File: src/hw/rtl/dpd_pkg.sv
// Shared types and constants for the detector proposal decoder.
// Used by dpd_div, dpd_datapath, dpd_ctrl and detector_proposal_decode_core.
// Depends on nothing.
package dpd_pkg;

   localparam int VALUE_W  = 32;
   localparam int THR_W    = 17;
   localparam int CC_W     = 11;
   localparam int NET_W    = 13;
   localparam int IMG_W    = 14;
   localparam int CSR_IDX_W = 3;
   localparam int CSR_DAT_W = 17;
   localparam int IDX_W    = 16;
   localparam int POS_OUT_W = 13;
   localparam int BOX_OUT_W = 14;
   localparam int LABEL_W  = 10;
   localparam int SCORE_W  = 31;
   localparam int DIVISOR_W = 14;
   localparam int PAD_W    = 26;
   localparam int PROD_W   = 27;

   localparam logic [CSR_IDX_W-1:0] CSR_CONF_THRESHOLD = 3'd0;
   localparam logic [CSR_IDX_W-1:0] CSR_CLASS_COUNT    = 3'd1;
   localparam logic [CSR_IDX_W-1:0] CSR_NET_WIDTH      = 3'd2;
   localparam logic [CSR_IDX_W-1:0] CSR_NET_HEIGHT     = 3'd3;
   localparam logic [CSR_IDX_W-1:0] CSR_IMG_WIDTH      = 3'd4;
   localparam logic [CSR_IDX_W-1:0] CSR_IMG_HEIGHT     = 3'd5;

   localparam logic [THR_W-1:0] THR_RESET = 17'd32768;
   localparam logic [CC_W-1:0]  CC_RESET  = 11'd80;
   localparam logic [NET_W-1:0] NET_W_RESET = 13'd640;
   localparam logic [NET_W-1:0] NET_H_RESET = 13'd640;
   localparam logic [IMG_W-1:0] IMG_W_RESET = 14'd1920;
   localparam logic [IMG_W-1:0] IMG_H_RESET = 14'd1080;

   localparam logic [NET_W-1:0] NET_MAX = 13'd4096;
   localparam logic [IMG_W-1:0] IMG_MAX = 14'd8192;

   // Edge order used by the box sequencer.
   localparam logic [1:0] EDGE_LEFT   = 2'd0;
   localparam logic [1:0] EDGE_RIGHT  = 2'd1;
   localparam logic [1:0] EDGE_TOP    = 2'd2;
   localparam logic [1:0] EDGE_BOTTOM = 2'd3;

   typedef struct packed {
      logic       accept;
      logic       load_score;
      logic       load_geom;
      logic       load_num;
      logic       div_start;
      logic       div_sel;
      logic       load_prod;
      logic       store_edge;
      logic       load_out;
      logic [1:0] edge_sel;
   } cmd_type;

   typedef struct packed {
      logic item_last;
      logic emit;
      logic div_done;
      logic out_free;
   } status_type;

endpackage

File: src/hw/rtl/dpd_ctrl.sv
// Controller of the proposal decoder: sequences score, decision and the four
// box edges through the shared divider. Uses dpd_pkg.
module dpd_ctrl (
   input  logic                clock,
   input  logic                reset,
   input  logic                req_valid,
   output logic                req_stall,
   input  dpd_pkg::status_type status,
   output dpd_pkg::cmd_type    cmd
);

   typedef enum logic [3:0] {
      ST_ACCEPT, ST_SCORE, ST_DECIDE, ST_NUM, ST_D1, ST_W1,
      ST_PROD, ST_D2, ST_W2, ST_STORE, ST_FIN
   } state_type;

   state_type  state_ff;
   logic [1:0] edge_ff;
   logic       accept;

   assign accept    = req_valid && (state_ff == ST_ACCEPT);
   assign req_stall = state_ff != ST_ACCEPT;

   always_ff @(posedge clock) begin
      if (reset) begin
         state_ff <= ST_ACCEPT;
         edge_ff  <= dpd_pkg::EDGE_LEFT;
      end else begin
         case (state_ff)
            ST_ACCEPT: if (accept && status.item_last) state_ff <= ST_SCORE;
            ST_SCORE:  state_ff <= ST_DECIDE;
            ST_DECIDE: begin
               edge_ff  <= dpd_pkg::EDGE_LEFT;
               state_ff <= status.emit ? ST_NUM : ST_ACCEPT;
            end
            ST_NUM:    state_ff <= ST_D1;
            ST_D1:     state_ff <= ST_W1;
            ST_W1:     if (status.div_done) state_ff <= ST_PROD;
            ST_PROD:   state_ff <= ST_D2;
            ST_D2:     state_ff <= ST_W2;
            ST_W2:     if (status.div_done) state_ff <= ST_STORE;
            ST_STORE: begin
               edge_ff  <= edge_ff + 2'd1;
               state_ff <= (edge_ff == dpd_pkg::EDGE_BOTTOM) ? ST_FIN : ST_NUM;
            end
            ST_FIN:    if (status.out_free) state_ff <= ST_ACCEPT;
            default:   state_ff <= ST_ACCEPT;
         endcase
      end
   end

   always_comb begin
      cmd            = '0;
      cmd.accept     = accept;
      cmd.edge_sel   = edge_ff;
      cmd.load_score = state_ff == ST_SCORE;
      cmd.load_geom  = state_ff == ST_DECIDE;
      cmd.load_num   = state_ff == ST_NUM;
      cmd.div_start  = (state_ff == ST_D1) || (state_ff == ST_D2);
      cmd.div_sel    = (state_ff == ST_D2) || (state_ff == ST_W2) || (state_ff == ST_PROD);
      cmd.load_prod  = state_ff == ST_PROD;
      cmd.store_edge = state_ff == ST_STORE;
      cmd.load_out   = (state_ff == ST_FIN) && status.out_free;
   end

   a_done_in_wait: assert property (@(posedge clock) disable iff (reset)
      status.div_done |-> (state_ff == ST_W1 || state_ff == ST_W2))
      else $error("divider finished outside a wait state");

   a_emit_starts_left: assert property (@(posedge clock) disable iff (reset)
      (state_ff == ST_DECIDE && status.emit) |=>
      (state_ff == ST_NUM && edge_ff == dpd_pkg::EDGE_LEFT))
      else $error("box sequence did not start at the left edge");

   a_edge_moves_on_store: assert property (@(posedge clock) disable iff (reset)
      (state_ff != ST_STORE && state_ff != ST_DECIDE) |=> $stable(edge_ff))
      else $error("edge counter changed outside a store");

endmodule

File: config.mk
export PLATFORM = sky130hd
export DESIGN_NAME = dpd_ctrl
export DESIGN_NICKNAME = d
export VERILOG_FILES = /design/src/hw/rtl/dpd_pkg.sv /design/src/hw/rtl/dpd_ctrl.sv
export SDC_FILE = /design/constraint.sdc
export NUM_CORES = 1
export LEC_CHECK = 0
export BUFFER_PORTS_ARGS = -buffer_cell sky130_fd_sc_hd__buf_2
export CAP_MARGIN = 20
export CORE_AREA = 8 8 45 47
export DETAILED_ROUTE_END_ITERATION = 7
export DIE_AREA = 0 0 53 55
export SLEW_MARGIN = 20
export SYNTH_ARGS = -nofsm -noshare
export SYNTH_HDL_FRONTEND = slang
export SYNTH_SLANG_ARGS = --single-unit
export TNS_END_PERCENT = 100
File: constraint.sdc
create_clock -name clock -period 1.6 [get_ports clock]
set_clock_uncertainty 0.05 [all_clocks]
set_input_delay 0.32 -clock clock [delete_from_list [all_inputs] [get_ports clock]]
set_output_delay 0.32 -clock clock [all_outputs]
set_load 0.05 [all_outputs]
Yosys cells after proc, flatten, opt, wreduce, memory -nomap -nowiden
Index checks and enable logic that the tools add are counted.

cells by class
  $add $sub $neg = 1
  equality and inequality tests = 15
  multiplexer cells = 8
  reduce and logical (&&, ||, !) cells = 10

operator list
  kind                                                                      count
  4-bit case mux with 11 select lines                                       1
  4-bit 2-to-1 mux                                                          5
  4-bit by 3-bit equality test with 1-bit output (second input constant)    4
  4-bit equality test (second input constant)                               3
  4-bit by 2-bit equality test with 1-bit output (second input constant)    2
  2-bit inequality test (second input constant)                             3
  4-bit by 1-bit equality test with 1-bit output (second input constant)    1
  4-bit logical NOT                                                         1
  2-bit case mux with 2 select lines                                        1
  4-bit AND reduction                                                       1
  4-bit nonzero test                                                        1
  1-bit logical AND                                                         3
  1-bit logical OR                                                          3
  2-bit by 1-bit adder with 2-bit output (second input constant)            1
  2-bit equality test (second input constant)                               1
  2-bit 2-to-1 mux                                                          1
  2-bit by 1-bit inequality test with 1-bit output (second input constant)  1
  2-bit nonzero test                                                        1

storage, ports and cells
  register bits = 6
  bits of input ports = 7
  output and inout bits = 12
  word-level logic and storage cells = 36

Depth between registers and ports, before layout
  depth after elaboration = 5
  mapped depth = 5
  mapped depth without buffers = 4

Worst setup path after synthesis
Ideal clock, no wire load.

  path kind = reg2out
  start point = reg state_ff[1]
  end point = out cmd[6] (netlist bit)
  arrival time = 1783 ps
  data required time = 1230 ps
  slack = -553 ps
  cell stages (with the launch flop) = 4
  path buffers = 1
  cells stage by stage = dfxtp_1 > buf_4 > nor2b_1 > nor3b_1

RTL lines
  item                      RTL line        source
  start: declaration        dpd_ctrl.sv:17  state_type state_ff;
  start signal: assignment  dpd_ctrl.sv:34  state_ff <= status.emit ? ST_NUM : ST_ACCEPT;
  start signal: assignment  dpd_ctrl.sv:44  state_ff <= (edge_ff == dpd_pkg::EDGE_BOTTOM) ? ST_FIN : ST_NUM;
  end: declaration          dpd_ctrl.sv:9   output dpd_pkg::cmd_type cmd

==> impl_metrics.toml <==
[outcome]
status = "complete, but fails checks"
failed_checks = "negative setup slack"

[placement]
dp.cells = 96
placed_area_um2 = 684
hpwl_um = 1090
pre_cts_slack_ns = 0.0829
io_buffers = 18
globalplace.congestion = 0.827

[critical_path]
cp.required_ns = 1.23
cp.arrival_ns = 1.27
cp_max_fo = 5
start_kind = "register"
r2r_slack_ns = 0.11
reg2regPathDepth = 5
path_class = "register to output port"
end_kind = "output port"
r2r-start = "state_ff[2]"
r2r-end = "state_ff[0]"

[global_route]
antenna_found_initial = 0
grt_pass1_vias = 577
grt_use_total_pct = 11.3
grt_pass1_wl_um = 2470
grt-ovfl-total = 0
grt_max_degree = 8

[yosys]
synth-xor-area-share_pct = 1.72
synth_compound_area_share_pct = 18.7
netlist_instances = 57
synthSimpleGateAreaFrac_pct = 38.3
yosysWarnings = 0
synth_top_cell_by_area = "dfxtp_1"
async_flop_share_pct = 0
synth_top_family_by_area = "simple AND/OR/NAND/NOR gates"
synthMuxAreaShare_pct = 6.39
yosysSeqAreaShare_pct = 23.6
ys_ff_latch = 6
synth_edf_count = 0
syn_nets = 65
syn_avg_cell_area_um2 = 8.93
ys.flop_type = "dfxtp_1"
synth_fa_ha_area_share_pct = 2.46
syn_area_um2 = 509
synth.top_cell.area_share_pct = 23.6
synth_cell_types = 33
synth_top_cells_by_area = "dfxtp_1 24%, buf_4 5.9%, nand2b_1 4.9%, mux2_2 4.4%, o32a_1 3.9%"

[floorplan]
die_area_um2 = 2920
initial_core_util_pct = 36.8
floorplan.rows = 14
ios = 19
die_h_um = 55
die_x_um = 53
fp.coreArea_um2 = 1380

[finish]
diodes = 0
finalNetCount = 99
fin_area_um2 = 885
drive_above_1_share_pct = 68.5
final_common_cell = "buf_4"
syn2layout_area_growth_pct = 73.7
final_cells = 105
final_cell_mix = "13 x buf_4, 10 x buf_6, 8 x buf_2"

[sta]
drv_slew = 0
clock.fmax_mhz = 611
rsz0062_at_grt = "true"
fin_ws_ns = -0.0364
worst_pin_slew_ns = 0.284
max-slew-margin-rel_pct = 81.0
hold_viol_final = 0
setup_violations = 4
finalCritPeriodShare_pct = 102
period_needed_ns = 1.64
setup-tns-final_ns = -0.0626

[hold_path]
min_path_cells = 2
hp-class = "input port to register"
whs_endpoint = "state_ff[1]"
worstHoldStart = "status[0]"

[clock_tree]
clk_latency_ns = 0.25
path_clk_slew_ns = 0.06
clock-sinks = 6
h-tree-depth = 1
cts_tree = "built"
cts-root-buf = "clkbuf_4"
cts_buffers = 3
cts_buffer_depth = 2

[pwr]
leakagePower_nw = 0.386
power_w = 0.000480
powerDensity_nw_per_um2 = 543
vdd_drop_max_mv = 0.380

[routing]
detail_route.iter0.violations = 6
routed_via_density = 5.45
drtAntennaViolNets = 0
met2WireLength_um = 847
top_layer = "met3"
wl_met1_um = 625
drc = 0
drtPass1Iterations = 4
routed-wl-met3_um = 126
wl_per_cell_um = 15.2
drt-total-wl_um = 1600
dr_total_vias = 572

[run]
maxCapViolCount = 0
## logic make-up (layout without fill, tap and decap cells)
group	count (synthesis)	in the layout
fa+ha+maj	1	1
flops	6	6
xor+xnor	1	1
simple gates	29	29
mux	3	3
compound gates	11	11
buf+inv	6	38
## area by class of cell
class / instances / area [um2]
clock buffers: 3 / 22.5
fillers: 115 / 499
inverters: 1 / 3.75
multi-input cells: 45 / 418
flip-flops and latches: 6 / 133
well taps: 16 / 20.0
repair buffers: 34 / 288
## worst max-delay path: stages, from the launching register on
cell and delay, ns:
dfxtp_2 0.35, nor4_4 0.32, and2_1 0.18, buf_6 0.16
## power by group
part / internal (W) / leakage [nW] / switching [W] / total [W]
combinational: 0.0000772 / 0.320 / 0.0000910 / 0.000168
sequential: 0.000152 / 0.0513 / 0.0000109 / 0.000163
clock: 0.0000855 / 0.0138 / 0.0000635 / 0.000149
## state kept, by name (all words and copies together) (netlist names)
name,flops
edge_ff,2
state_ff,4
## Yosys cell counts, types with 2 or more instances
master,number
mux2_2,2
dfxtp_1,6
buf_4,4
o32ai_1,2
o32a_1,2
nand2b_1,4
nor3b_1,2
nand2_1,3
nor2b_1,2
nor3_1,3
nor2_1,5
## through the flow
stage                     hold WS, ns  util (%)
final                           0.246      63.9
after global routing            0.253      63.9
after CTS                       0.227      60.2
after detailed placement        0.471      49.5
after global placement          0.469      49.5
after floorplan                 0.339         -
## worst max-delay path by stage
stage	from	to	slack, ns	depth (start not counted)
after floorplan	state_ff[0]	cmd[5]	-0.10	3
after global placement	state_ff[0]	cmd[10]	0.1	3
after detailed placement	state_ff[0]	cmd[10]	0.08	3
after CTS	state_ff[3]	cmd[10]	-0.04	3
after global routing	state_ff[3]	cmd[8]	-0.09	3
final	state_ff[3]	cmd[10]	-0.04	3
## per-layer routing
layer	vias up	track usage [%]
met5	-	0
met4	0	3.02
met1	273	10.5
met3	0	4.81
met2	21	22.1
li1	278	-
## timing repair
item                                    in CTS  in global routing
endpoints found under the hold margin        0                  0
endpoints found under the setup margin      10                 10
pin swaps                                    4                  3
gates resized for setup                     29                 12
hold buffers                                 0                  0
setup buffers                                5                  1
(Power assumes the default switching activity.)
